File: src/hdl/eptp_pkg.sv
package eptp_pkg;

    // Panel geometry in pixels.
    localparam int LONG_PIXELS   = 296;
    localparam int SHORT_PIXELS  = 128;
    localparam int BYTES_PER_ROW = SHORT_PIXELS / 8;

    // Field widths.
    localparam int ROW_W  = 9;
    localparam int BCOL_W = 4;
    localparam int Y_W    = BCOL_W + 3;
    localparam int BYTE_W = 8;
    localparam int PAT_W  = 4;

    // Fill byte for the checker pattern.
    localparam logic [BYTE_W-1:0] CHECK_BYTE = 8'hAA;

    // Framed text: 5x7 glyphs scaled by six, 34 scaled columns wide.
    localparam int NFC_SCALE  = 6;
    localparam int NFC_GLYPHS = 5;
    localparam int NFC_OX     = (LONG_PIXELS - 34 * NFC_SCALE) / 2;
    localparam int NFC_OY     = (SHORT_PIXELS - 7 * NFC_SCALE) / 2;
    localparam int NFC_W      = 5 * NFC_SCALE;
    localparam int NFC_H      = 7 * NFC_SCALE;

    // Test text: 5x7 glyphs scaled by five, slots six scaled columns apart.
    localparam int SCALE       = 5;
    localparam int TEXT_GLYPHS = 6;
    localparam int TEXT_PITCH  = 6 * SCALE;
    localparam int TEXT_OX     = (LONG_PIXELS - (7 * TEXT_PITCH - SCALE)) / 2;
    localparam int TEXT_OY     = (SHORT_PIXELS - 7 * SCALE) / 2;
    localparam int TEXT_W      = 5 * SCALE;
    localparam int TEXT_H      = 7 * SCALE;

    // Glyph start positions along the long axis, in units of the scale (framed text) or the pitch (test text).
    localparam logic [5:0] NFC_SLOT [NFC_GLYPHS] = '{6'd0, 6'd6, 6'd12, 6'd23, 6'd29};
    localparam logic [5:0] TEXT_SLOT [TEXT_GLYPHS] =
        '{6'd0, 6'd1, 6'd2, 6'd3, 6'd5, 6'd6};

    // Glyph bitmaps, one five-bit row per line, leftmost column in bit 4.
    localparam logic [4:0] NFC_FONT [NFC_GLYPHS][7] = '{
        '{5'h11, 5'h19, 5'h15, 5'h13, 5'h11, 5'h11, 5'h11},
        '{5'h1F, 5'h10, 5'h10, 5'h1E, 5'h10, 5'h10, 5'h10},
        '{5'h0F, 5'h10, 5'h10, 5'h10, 5'h10, 5'h10, 5'h0F},
        '{5'h0E, 5'h11, 5'h11, 5'h11, 5'h11, 5'h11, 5'h0E},
        '{5'h11, 5'h12, 5'h14, 5'h18, 5'h14, 5'h12, 5'h11}
    };
    localparam logic [4:0] TEXT_FONT [TEXT_GLYPHS][7] = '{
        '{5'h1F, 5'h04, 5'h04, 5'h04, 5'h04, 5'h04, 5'h04},
        '{5'h1F, 5'h10, 5'h10, 5'h1E, 5'h10, 5'h10, 5'h1F},
        '{5'h0F, 5'h10, 5'h10, 5'h0E, 5'h01, 5'h01, 5'h1E},
        '{5'h1F, 5'h04, 5'h04, 5'h04, 5'h04, 5'h04, 5'h04},
        '{5'h04, 5'h0C, 5'h04, 5'h04, 5'h04, 5'h04, 5'h0E},
        '{5'h0E, 5'h11, 5'h13, 5'h15, 5'h19, 5'h11, 5'h0E}
    };

    // Pattern codes; codes above the last member show white.
    typedef enum logic [PAT_W-1:0] {
        PAT_CHECKER    = 4'd0,
        PAT_NFC_OK     = 4'd1,
        PAT_BLACK      = 4'd2,
        PAT_WHITE      = 4'd3,
        PAT_LONG_BARS  = 4'd4,
        PAT_SHORT_BARS = 4'd5,
        PAT_GRID       = 4'd6,
        PAT_DIAGONAL   = 4'd7,
        PAT_TARGET     = 4'd8,
        PAT_TEXT       = 4'd9
    } pattern_t;

    // Per-row facts shared by all eight pixels of a byte.
    typedef struct packed {
        logic       border_x;
        logic       grid_x;
        logic       target_x;
        logic [4:0] diag_x;
        logic       nfc_hit;
        logic [2:0] nfc_glyph;
        logic [2:0] nfc_col;
        logic       text_hit;
        logic [2:0] text_glyph;
        logic [2:0] text_col;
    } row_info_t;

    // Floor of v/3 by reciprocal multiply; exact for all seven-bit v.
    function automatic logic [5:0] div3(input logic [6:0] v);
        logic [14:0] p;
        p = 15'(v) * 15'd171;
        return p[14:9];
    endfunction

    // Floor of v/6; exact for v below 42.
    function automatic logic [2:0] div6(input logic [5:0] v);
        logic [11:0] p;
        p = 12'(v) * 12'd43;
        return 3'(p >> 8);
    endfunction

    // Floor of v/5; exact for v below 35.
    function automatic logic [2:0] div5(input logic [5:0] v);
        logic [11:0] p;
        p = 12'(v) * 12'd52;
        return 3'(p >> 8);
    endfunction

endpackage

File: src/hdl/eptp_pixel.sv
module eptp_pixel (
    input  logic [eptp_pkg::PAT_W-1:0] pattern_sel,
    input  eptp_pkg::row_info_t        row_info,
    input  logic [eptp_pkg::Y_W-1:0]   y,
    output logic                       black
);

    logic [eptp_pkg::Y_W-1:0] nfc_off;
    logic [eptp_pkg::Y_W-1:0] text_off;
    logic [eptp_pkg::Y_W-1:0] my;
    logic                     nfc_in;
    logic                     text_in;
    logic [2:0]               nfc_dy;
    logic [2:0]               text_dy;
    logic [4:0]               nfc_line;
    logic [4:0]               text_line;
    logic                     nfc_dot;
    logic                     text_dot;
    logic [4:0]               diag_sum;
    logic                     y_on;

    // Glyph line within the text band along the short axis.
    always_comb begin
        nfc_off  = y - eptp_pkg::Y_W'(eptp_pkg::NFC_OY);
        text_off = y - eptp_pkg::Y_W'(eptp_pkg::TEXT_OY);
        nfc_in   = (y >= eptp_pkg::Y_W'(eptp_pkg::NFC_OY))
                   && (nfc_off < eptp_pkg::Y_W'(eptp_pkg::NFC_H));
        text_in  = (y >= eptp_pkg::Y_W'(eptp_pkg::TEXT_OY))
                   && (text_off < eptp_pkg::Y_W'(eptp_pkg::TEXT_H));
        nfc_dy   = nfc_in ? eptp_pkg::div6(6'(nfc_off)) : 3'd0;
        text_dy  = text_in ? eptp_pkg::div5(6'(text_off)) : 3'd0;
        nfc_line  = eptp_pkg::NFC_FONT[row_info.nfc_glyph][nfc_dy];
        text_line = eptp_pkg::TEXT_FONT[row_info.text_glyph][text_dy];
        nfc_dot  = row_info.nfc_hit && nfc_in && nfc_line[3'd4 - row_info.nfc_col];
        text_dot = row_info.text_hit && text_in && text_line[3'd4 - row_info.text_col];
    end

    // Short-axis helpers for stripes and the mirrored target.
    always_comb begin
        diag_sum = row_info.diag_x + y[4:0];
        my = (y < eptp_pkg::Y_W'(eptp_pkg::SHORT_PIXELS / 2)) ? y
             : eptp_pkg::Y_W'(eptp_pkg::SHORT_PIXELS - 1) - y;
        y_on = 8'(y) < 8'(eptp_pkg::SHORT_PIXELS);
    end

    // Pixel colour for the per-pixel patterns.
    always_comb begin
        black = 1'b0;
        case (pattern_sel) inside
            eptp_pkg::PAT_NFC_OK: begin
                black = row_info.border_x || (y == eptp_pkg::Y_W'(1))
                        || (y == eptp_pkg::Y_W'(eptp_pkg::SHORT_PIXELS - 2)) || nfc_dot;
            end
            eptp_pkg::PAT_SHORT_BARS: black = !y[3];
            eptp_pkg::PAT_GRID:       black = row_info.grid_x || (y[3:1] == 3'd0);
            eptp_pkg::PAT_DIAGONAL:   black = (diag_sum[4:2] == 3'd0);
            eptp_pkg::PAT_TARGET:     black = row_info.target_x || (my[3:1] == 3'd0);
            eptp_pkg::PAT_TEXT:       black = text_dot;
            default:                  black = 1'b0;
        endcase
        black = black && y_on;
    end

endmodule

File: src/hdl/eptp_byte.sv
module eptp_byte (
    input  logic [eptp_pkg::PAT_W-1:0]  pattern_sel,
    input  logic [eptp_pkg::ROW_W-1:0]  row_index,
    input  logic [eptp_pkg::BCOL_W-1:0] byte_column,
    output logic [eptp_pkg::BYTE_W-1:0] pixel_byte
);

    eptp_pkg::row_info_t        row_info;
    logic [eptp_pkg::ROW_W-1:0] mx;
    logic [eptp_pkg::ROW_W-1:0] org;
    logic [eptp_pkg::ROW_W-1:0] off;
    logic [5:0]                 block24;
    logic [5:0]                 block12;
    logic [7:0]                 black;
    logic [7:0]                 pixel_bits;
    logic                       off_panel;
    logic                       check_edge;

    // Long-axis facts: frame, grid lines, target rings and glyph columns.
    always_comb begin
        block24 = eptp_pkg::div3(7'(row_index >> 3));
        block12 = eptp_pkg::div3(7'(row_index >> 2));
        mx = (row_index < eptp_pkg::ROW_W'(eptp_pkg::LONG_PIXELS / 2)) ? row_index
             : eptp_pkg::ROW_W'(eptp_pkg::LONG_PIXELS - 1) - row_index;
        row_info.border_x = (row_index == eptp_pkg::ROW_W'(1))
                            || (row_index == eptp_pkg::ROW_W'(eptp_pkg::LONG_PIXELS - 2));
        row_info.grid_x   = ((6'(row_index >> 3) - block24 * 6'd3) == 6'd0)
                            && (row_index[2:1] == 2'd0);
        row_info.target_x = (mx[3:1] == 3'd0);
        row_info.diag_x   = row_index[4:0];
        row_info.nfc_hit    = 1'b0;
        row_info.nfc_glyph  = 3'd0;
        row_info.nfc_col    = 3'd0;
        row_info.text_hit   = 1'b0;
        row_info.text_glyph = 3'd0;
        row_info.text_col   = 3'd0;
        org = '0;
        off = '0;
        // Glyph cells do not overlap, so at most one of them matches.
        for (int i = 0; i < eptp_pkg::NFC_GLYPHS; i++) begin
            org = eptp_pkg::ROW_W'(eptp_pkg::NFC_OX)
                  + eptp_pkg::ROW_W'(eptp_pkg::NFC_SLOT[i])
                    * eptp_pkg::ROW_W'(eptp_pkg::NFC_SCALE);
            off = row_index - org;
            if (row_index >= org && off < eptp_pkg::ROW_W'(eptp_pkg::NFC_W)) begin
                row_info.nfc_hit   = 1'b1;
                row_info.nfc_glyph = 3'(i);
                row_info.nfc_col   = eptp_pkg::div6(6'(off));
            end
        end
        for (int i = 0; i < eptp_pkg::TEXT_GLYPHS; i++) begin
            org = eptp_pkg::ROW_W'(eptp_pkg::TEXT_OX)
                  + eptp_pkg::ROW_W'(eptp_pkg::TEXT_SLOT[i]) * eptp_pkg::ROW_W'(eptp_pkg::TEXT_PITCH);
            off = row_index - org;
            if (row_index >= org && off < eptp_pkg::ROW_W'(eptp_pkg::TEXT_W)) begin
                row_info.text_hit   = 1'b1;
                row_info.text_glyph = 3'(i);
                row_info.text_col   = eptp_pkg::div5(6'(off));
            end
        end
    end

    // Eight pixel units, most significant bit first.
    for (genvar b = 0; b < 8; b++) begin : g_pixel
        eptp_pixel u_pixel (
            .pattern_sel (pattern_sel),
            .row_info    (row_info),
            .y           ({byte_column, 3'(b)}),
            .black       (black[b])
        );
        assign pixel_bits[7-b] = !black[b];
    end

    // Whole-byte patterns and address checks.
    always_comb begin
        off_panel  = (row_index >= eptp_pkg::ROW_W'(eptp_pkg::LONG_PIXELS))
                     || ({1'b0, byte_column} >= 5'(eptp_pkg::BYTES_PER_ROW));
        check_edge = (row_index < eptp_pkg::ROW_W'(4))
                     || (row_index >= eptp_pkg::ROW_W'(eptp_pkg::LONG_PIXELS - 4))
                     || (byte_column == '0)
                     || (byte_column == eptp_pkg::BCOL_W'(eptp_pkg::BYTES_PER_ROW - 1));
        pixel_byte = 8'hFF;
        if (!off_panel) begin
            case (pattern_sel) inside
                eptp_pkg::PAT_CHECKER: begin
                    if (check_edge) begin
                        pixel_byte = 8'h00;
                    end else if ((block24[0] ^ byte_column[1]) == 1'b0) begin
                        pixel_byte = eptp_pkg::CHECK_BYTE;
                    end
                end
                eptp_pkg::PAT_BLACK:     pixel_byte = 8'h00;
                eptp_pkg::PAT_LONG_BARS: pixel_byte = block12[0] ? 8'hFF : 8'h00;
                eptp_pkg::PAT_NFC_OK, eptp_pkg::PAT_SHORT_BARS, eptp_pkg::PAT_GRID,
                eptp_pkg::PAT_DIAGONAL, eptp_pkg::PAT_TARGET, eptp_pkg::PAT_TEXT: begin
                    pixel_byte = pixel_bits;
                end
                default: pixel_byte = 8'hFF;
            endcase
        end
    end

endmodule

File: src/hdl/epaper_test_pattern_byte_generator.sv
// Pipeline: an accepted address is registered in row_reg and bcol_reg, and the word for it is
// registered in byte_reg and shown on m_tdata.
// Throughput: one word per clock unless m_tready stalls it; the address and result registers each
// hold one word, so input is taken while a finished word waits.
// Reset (aresetn low, synchronous) empties both stages and selects the white pattern.
module epaper_test_pattern_byte_generator (
    input  logic                        aclk,
    input  logic                        aresetn,
    input  logic                        s_tvalid,
    output logic                        s_tready,
    input  logic [15:0]                 s_tdata,   // [8:0] row_index, [12:9] byte_column
    output logic                        m_tvalid,
    input  logic                        m_tready,
    output logic [eptp_pkg::BYTE_W-1:0] m_tdata,   // [7:0] pixel_byte
    input  logic                        cfg_valid,
    output logic                        cfg_ready,
    input  logic [eptp_pkg::PAT_W-1:0]  cfg_data   // [3:0] pattern_select
);

    logic                        in_valid_reg;
    logic                        in_valid_next;
    logic [eptp_pkg::ROW_W-1:0]  row_reg;
    logic [eptp_pkg::BCOL_W-1:0] bcol_reg;
    logic                        out_valid_reg;
    logic                        out_valid_next;
    logic [eptp_pkg::BYTE_W-1:0] byte_reg;
    logic [eptp_pkg::BYTE_W-1:0] byte_next;
    logic [eptp_pkg::PAT_W-1:0]  pattern_reg;
    logic                        out_free;

    // Handshake: each stage moves on when the stage after it is empty or drained.
    always_comb begin
        out_free       = !out_valid_reg || m_tready;
        s_tready       = !in_valid_reg || out_free;
        in_valid_next  = s_tready ? s_tvalid : in_valid_reg;
        out_valid_next = out_free ? in_valid_reg : out_valid_reg;
        cfg_ready      = 1'b1;
        m_tvalid       = out_valid_reg;
        m_tdata        = byte_reg;
    end

    // Pattern byte for the registered address.
    eptp_byte u_byte (
        .pattern_sel (pattern_reg),
        .row_index   (row_reg),
        .byte_column (bcol_reg),
        .pixel_byte  (byte_next)
    );

    // Control state and pattern register.
    always_ff @(posedge aclk) begin
        if (!aresetn) begin
            in_valid_reg  <= 1'b0;
            out_valid_reg <= 1'b0;
            pattern_reg   <= eptp_pkg::PAT_WHITE;
        end else begin
            in_valid_reg  <= in_valid_next;
            out_valid_reg <= out_valid_next;
            if (cfg_valid && cfg_ready) begin
                pattern_reg <= cfg_data;
            end
        end
    end

    // Payload registers.
    always_ff @(posedge aclk) begin
        if (s_tvalid && s_tready) begin
            row_reg  <= s_tdata[8:0];
            bcol_reg <= s_tdata[12:9];
        end
        if (in_valid_reg && out_free) begin
            byte_reg <= byte_next;
        end
    end

`ifndef SYNTHESIS
    a_stall_blocks_input: assert property (@(posedge aclk) disable iff (!aresetn)
        (in_valid_reg && m_tvalid && !m_tready) |-> !s_tready)
        else $error("input accepted while both stages are full");

    a_word_advances: assert property (@(posedge aclk) disable iff (!aresetn)
        (in_valid_reg && out_free) |=> m_tvalid)
        else $error("registered address did not produce a word");

    a_off_panel_white: assert property (@(posedge aclk) disable iff (!aresetn)
        (in_valid_reg && out_free && (row_reg >= eptp_pkg::ROW_W'(eptp_pkg::LONG_PIXELS)))
        |=> (m_tdata == 8'hFF))
        else $error("address off the panel gave a non-white word");

    a_black_fill: assert property (@(posedge aclk) disable iff (!aresetn)
        (in_valid_reg && out_free && (pattern_reg == eptp_pkg::PAT_BLACK)
         && (row_reg < eptp_pkg::ROW_W'(eptp_pkg::LONG_PIXELS)))
        |=> (m_tdata == 8'h00))
        else $error("black pattern gave a non-black word");
`endif

endmodule

File: config.mk
export PLATFORM = sky130hd
export DESIGN_NAME = epaper_test_pattern_byte_generator
export DESIGN_NICKNAME = d
export VERILOG_FILES = /design/src/hdl/eptp_pkg.sv /design/src/hdl/eptp_pixel.sv /design/src/hdl/eptp_byte.sv /design/src/hdl/epaper_test_pattern_byte_generator.sv
export SDC_FILE = /design/constraint.sdc
export NUM_CORES = 1
export LEC_CHECK = 0
export CAP_MARGIN = 10
export CORE_ASPECT_RATIO = 1.2
export CORE_MARGIN = 4
export CORE_UTILIZATION = 51
export DETAILED_ROUTE_END_ITERATION = 8
export DONT_BUFFER_PORTS = 1
export GPL_ROUTABILITY_DRIVEN = 0
export PLACE_DENSITY = 0.66
export SYNTH_ARGS = -nofsm -noshare
export SYNTH_HDL_FRONTEND = slang
export SYNTH_SLANG_ARGS = --single-unit
File: constraint.sdc
create_clock -name aclk -period 8.63 [get_ports aclk]
set_input_delay 0.4315 -clock aclk [delete_from_list [all_inputs] [get_ports aclk]]
set_output_delay 0.4315 -clock aclk [all_outputs]
set_load 0.03 [all_outputs]
==> results.json <==
{
  "status": "complete, no violations",
  "cts_tree": "built",
  "p_int_mw": 1.17,
  "fmax_ghz": 0.132,
  "chipWidth_um": 173,
  "p_sw_mw": 1.59,
  "areaGrowthSynthToFinish_pct": 2.35,
  "rsz0062_at_grt": "false",
  "groute.usage.overall": 0.285,
  "die_h_um": 207,
  "postCtsHoldBufs": 0,
  "synth_cell_types": 105,
  "worst_pin_slew_ns": 1.29,
  "power_per_cell_area_mw_per_mm2": 161,
  "largest_register_ff_count": 9,
  "htreeDepth": 1,
  "clk-insertion-delay-late_ns": 0.29,
  "drc": 0,
  "synth_edf_count": 21,
  "grt_pass1_wl_um": 84600,
  "portBuffers": 0,
  "grt_max_degree": 44,
  "synthTopCellsByArea": "ha_1 25%, xnor2_1 5.7%, fa_1 5.5%",
  "yosys.area.top_type": "ha_1",
  "p_seq_frac": 0.059,
  "clock_path_buffers": 2,
  "postSynthAreaPerCell_um2": 7.54,
  "setup_violations": 0,
  "fin_util": 0.530,
  "cap_violations": 0,
  "clkPwrFrac": 0.044,
  "p_total_mw": 2.76,
  "arrival_ns": 7.58,
  "initial_utilization": 0.518,
  "path_common_cell": "ha_1",
  "swShare": 0.576,
  "dpl_cell_area_mm2": 0.0171,
  "clk_pin_slew_worst_paths_ns": 0.09,
  "synth_seq_cells": 27,
  "maxSlewHeadroom": 0.137,
  "slowest_stage": "fa_1",
  "overflow": 0,
  "place_hpwl_um": 41800,
  "worstPathMaxFanout": 13,
  "die_area_mm2": 0.0358,
  "finClkSkew_ns": 0.0149,
  "yosysSeqAreaShare": 0.0448,
  "first_iter_violations": 1829,
  "n_antenna_cell": 0,
  "drt_pass1_iterations": 6,
  "yosys_warnings": 0,
  "cts_resized": 0,
  "slowest_delay_ns": 0.53,
  "syn_area_mm2": 0.0168,
  "numCtsBuffers": 3,
  "wirelength_um": 53700,
  "wl_per_cell_um": 20.9,
  "row_count": 72,
  "critPathKind": "reg2reg",
  "fillCellCount": 3084,
  "synthArstFlopShare": 0,
  "fin_tns_setup_ns": 0,
  "netlist.area_leader.share": 0.250,
  "cts_setup_buffers": 0,
  "first_global_vias": 16261,
  "io_pins": 36,
  "antenna_left": 0,
  "cp-end-kind": "register",
  "synthTopCellsByCount": "335 x ha_1, 196 x inv_1, 169 x nand2_1",
  "via_per_inst": 6.71,
  "cts.sinks": 27,
  "crit_path_start_kind": "register",
  "coreArea_mm2": 0.0323,
  "vdd_drop_max_mv": 0.137,
  "num_vias": 17184,
  "fin_nets": 2562,
  "synthFlopType": "edfxtp_1",
  "hold_viol": 0,
  "stdcell_area_mm2": 0.0172,
  "antenna_found_initial": 0,
  "slew_viol_final": 0,
  "drive_above_1_share": 0.0459,
  "synth.net_count": 2629,
  "p_leak_nw": 7.75,
  "hp-class": "in2reg",
  "period_needed_ns": 7.57,
  "required_ns": 8.64,
  "rrSetupSlack_ns": 1.06,
  "finalCritPeriodShare": 0.878,
  "comb_power_share": 0.897,
  "yosysMostFrequentCell": "ha_1",
  "syn_inst": 2223,
  "cts_root_buf": "clkbuf_16"
}
[area by class of cell]
type	instances	area, um^2	share of cell area
sequential	27	751	0.0438
inverter	203	767	0.0447
tap	407	509	0.0297
multi-input combinational	1882	14800	0.860
clock buffer	3	75.1	0.00438
clock inverter	1	6.26	0.000365
timing repair buffer	39	293	0.0171
[critical path, delay by kind of cell, from the launching register on]
kind | cells | cell delay [ns]
adder cells (fa/ha/maj) | 6 | 2.34
AO/OA/AOI/OAI | 14 | 2.75
AND/OR/NAND/NOR | 3 | 0.62
XOR/XNOR | 2 | 0.57
flip-flops | 1 | 0.42
buffers and inverters | 3 | 0.59
[cell families after synthesis]
family / share of synthesized area
compound gates: 0.272
xor+xnor: 0.0870
fa+ha+maj: 0.305
buf+inv: 0.0758
flops: 0.0448
mux: 0.0284
other cells: 0.000224
simple gates: 0.187
[path summary, 6_finish.rpt]
check                            startpoint                           to  depth (start not counted)
setup / recovery       row_reg[6]$_DFFE_PP_     m_tdata[7]$_SDFFCE_PP1P_                         28
setup reg to reg       row_reg[6]$_DFFE_PP_     m_tdata[7]$_SDFFCE_PP1P_                         28
hold reg to reg   in_valid_reg$_SDFFE_PN0N_        m_tvalid$_SDFFE_PN0P_                          1
hold / removal                      aresetn  pattern_reg[1]$_SDFFE_PN1P_                          1
[metrics by stage]
step	hold slack, ns	cells	worst slack, ns
3_3_place_gp	0.486	2558	1.32
6_report	0.211	2562	1.06
2_1_floorplan	0.477	2223	1.83
5_1_grt	0.201	2562	0.529
4_1_cts	0.212	2562	1.17
3_5_place_dp	0.499	2558	1.22
[power by group through the flow]
stage | clock, mW | sequential [mW] | combinational, mW
global route | 0.128 | 0.163 | 2.76
detailed placement | 0 | 0.165 | 2.43
CTS | 0.121 | 0.162 | 2.44
floorplan | 0 | 0.162 | 1.84
finish | 0.122 | 0.163 | 2.48
global placement | 0 | 0.165 | 2.36
[per-layer routing]
layer / part of all wire / track usage / vias to the layer above
met5: 0 / 0 / -
met1: 0.39 / 0.345 / 8036
met3: 0.080 / 0.0339 / 232
met2: 0.47 / 0.501 / 881
li1: - / - / 8035
met4: 0.056 / 0.144 / 0
[cell usage in the layout (no fill, tap or decap), types with 20 or more instances in the layout]
| cell type | netlist | routed |
|---|---|---|
| a211oi_1 | 32 | 32 |
| a21o_1 | 27 | 27 |
| a21oi_1 | 150 | 150 |
| a221oi_1 | 20 | 20 |
| a31oi_1 | 37 | 36 |
| and2_1 | 33 | 33 |
| buf_4 | 6 | 39 |
| edfxtp_1 | 21 | 21 |
| fa_1 | 46 | 46 |
| ha_1 | 335 | 335 |
| inv_1 | 196 | 196 |
| mux2i_1 | 30 | 30 |
| nand2_1 | 169 | 169 |
| nand3_1 | 69 | 69 |
| nand4_1 | 21 | 21 |
| nor2_1 | 136 | 136 |
| nor2b_1 | 27 | 27 |
| nor3_1 | 51 | 51 |
| o211ai_1 | 28 | 28 |
| o21a_1 | 21 | 21 |
| o21ai_0 | 126 | 126 |
| or3_1 | 27 | 27 |
| xnor2_1 | 110 | 110 |
| xor2_1 | 54 | 54 |
Power figures use the tool's default switching activity.
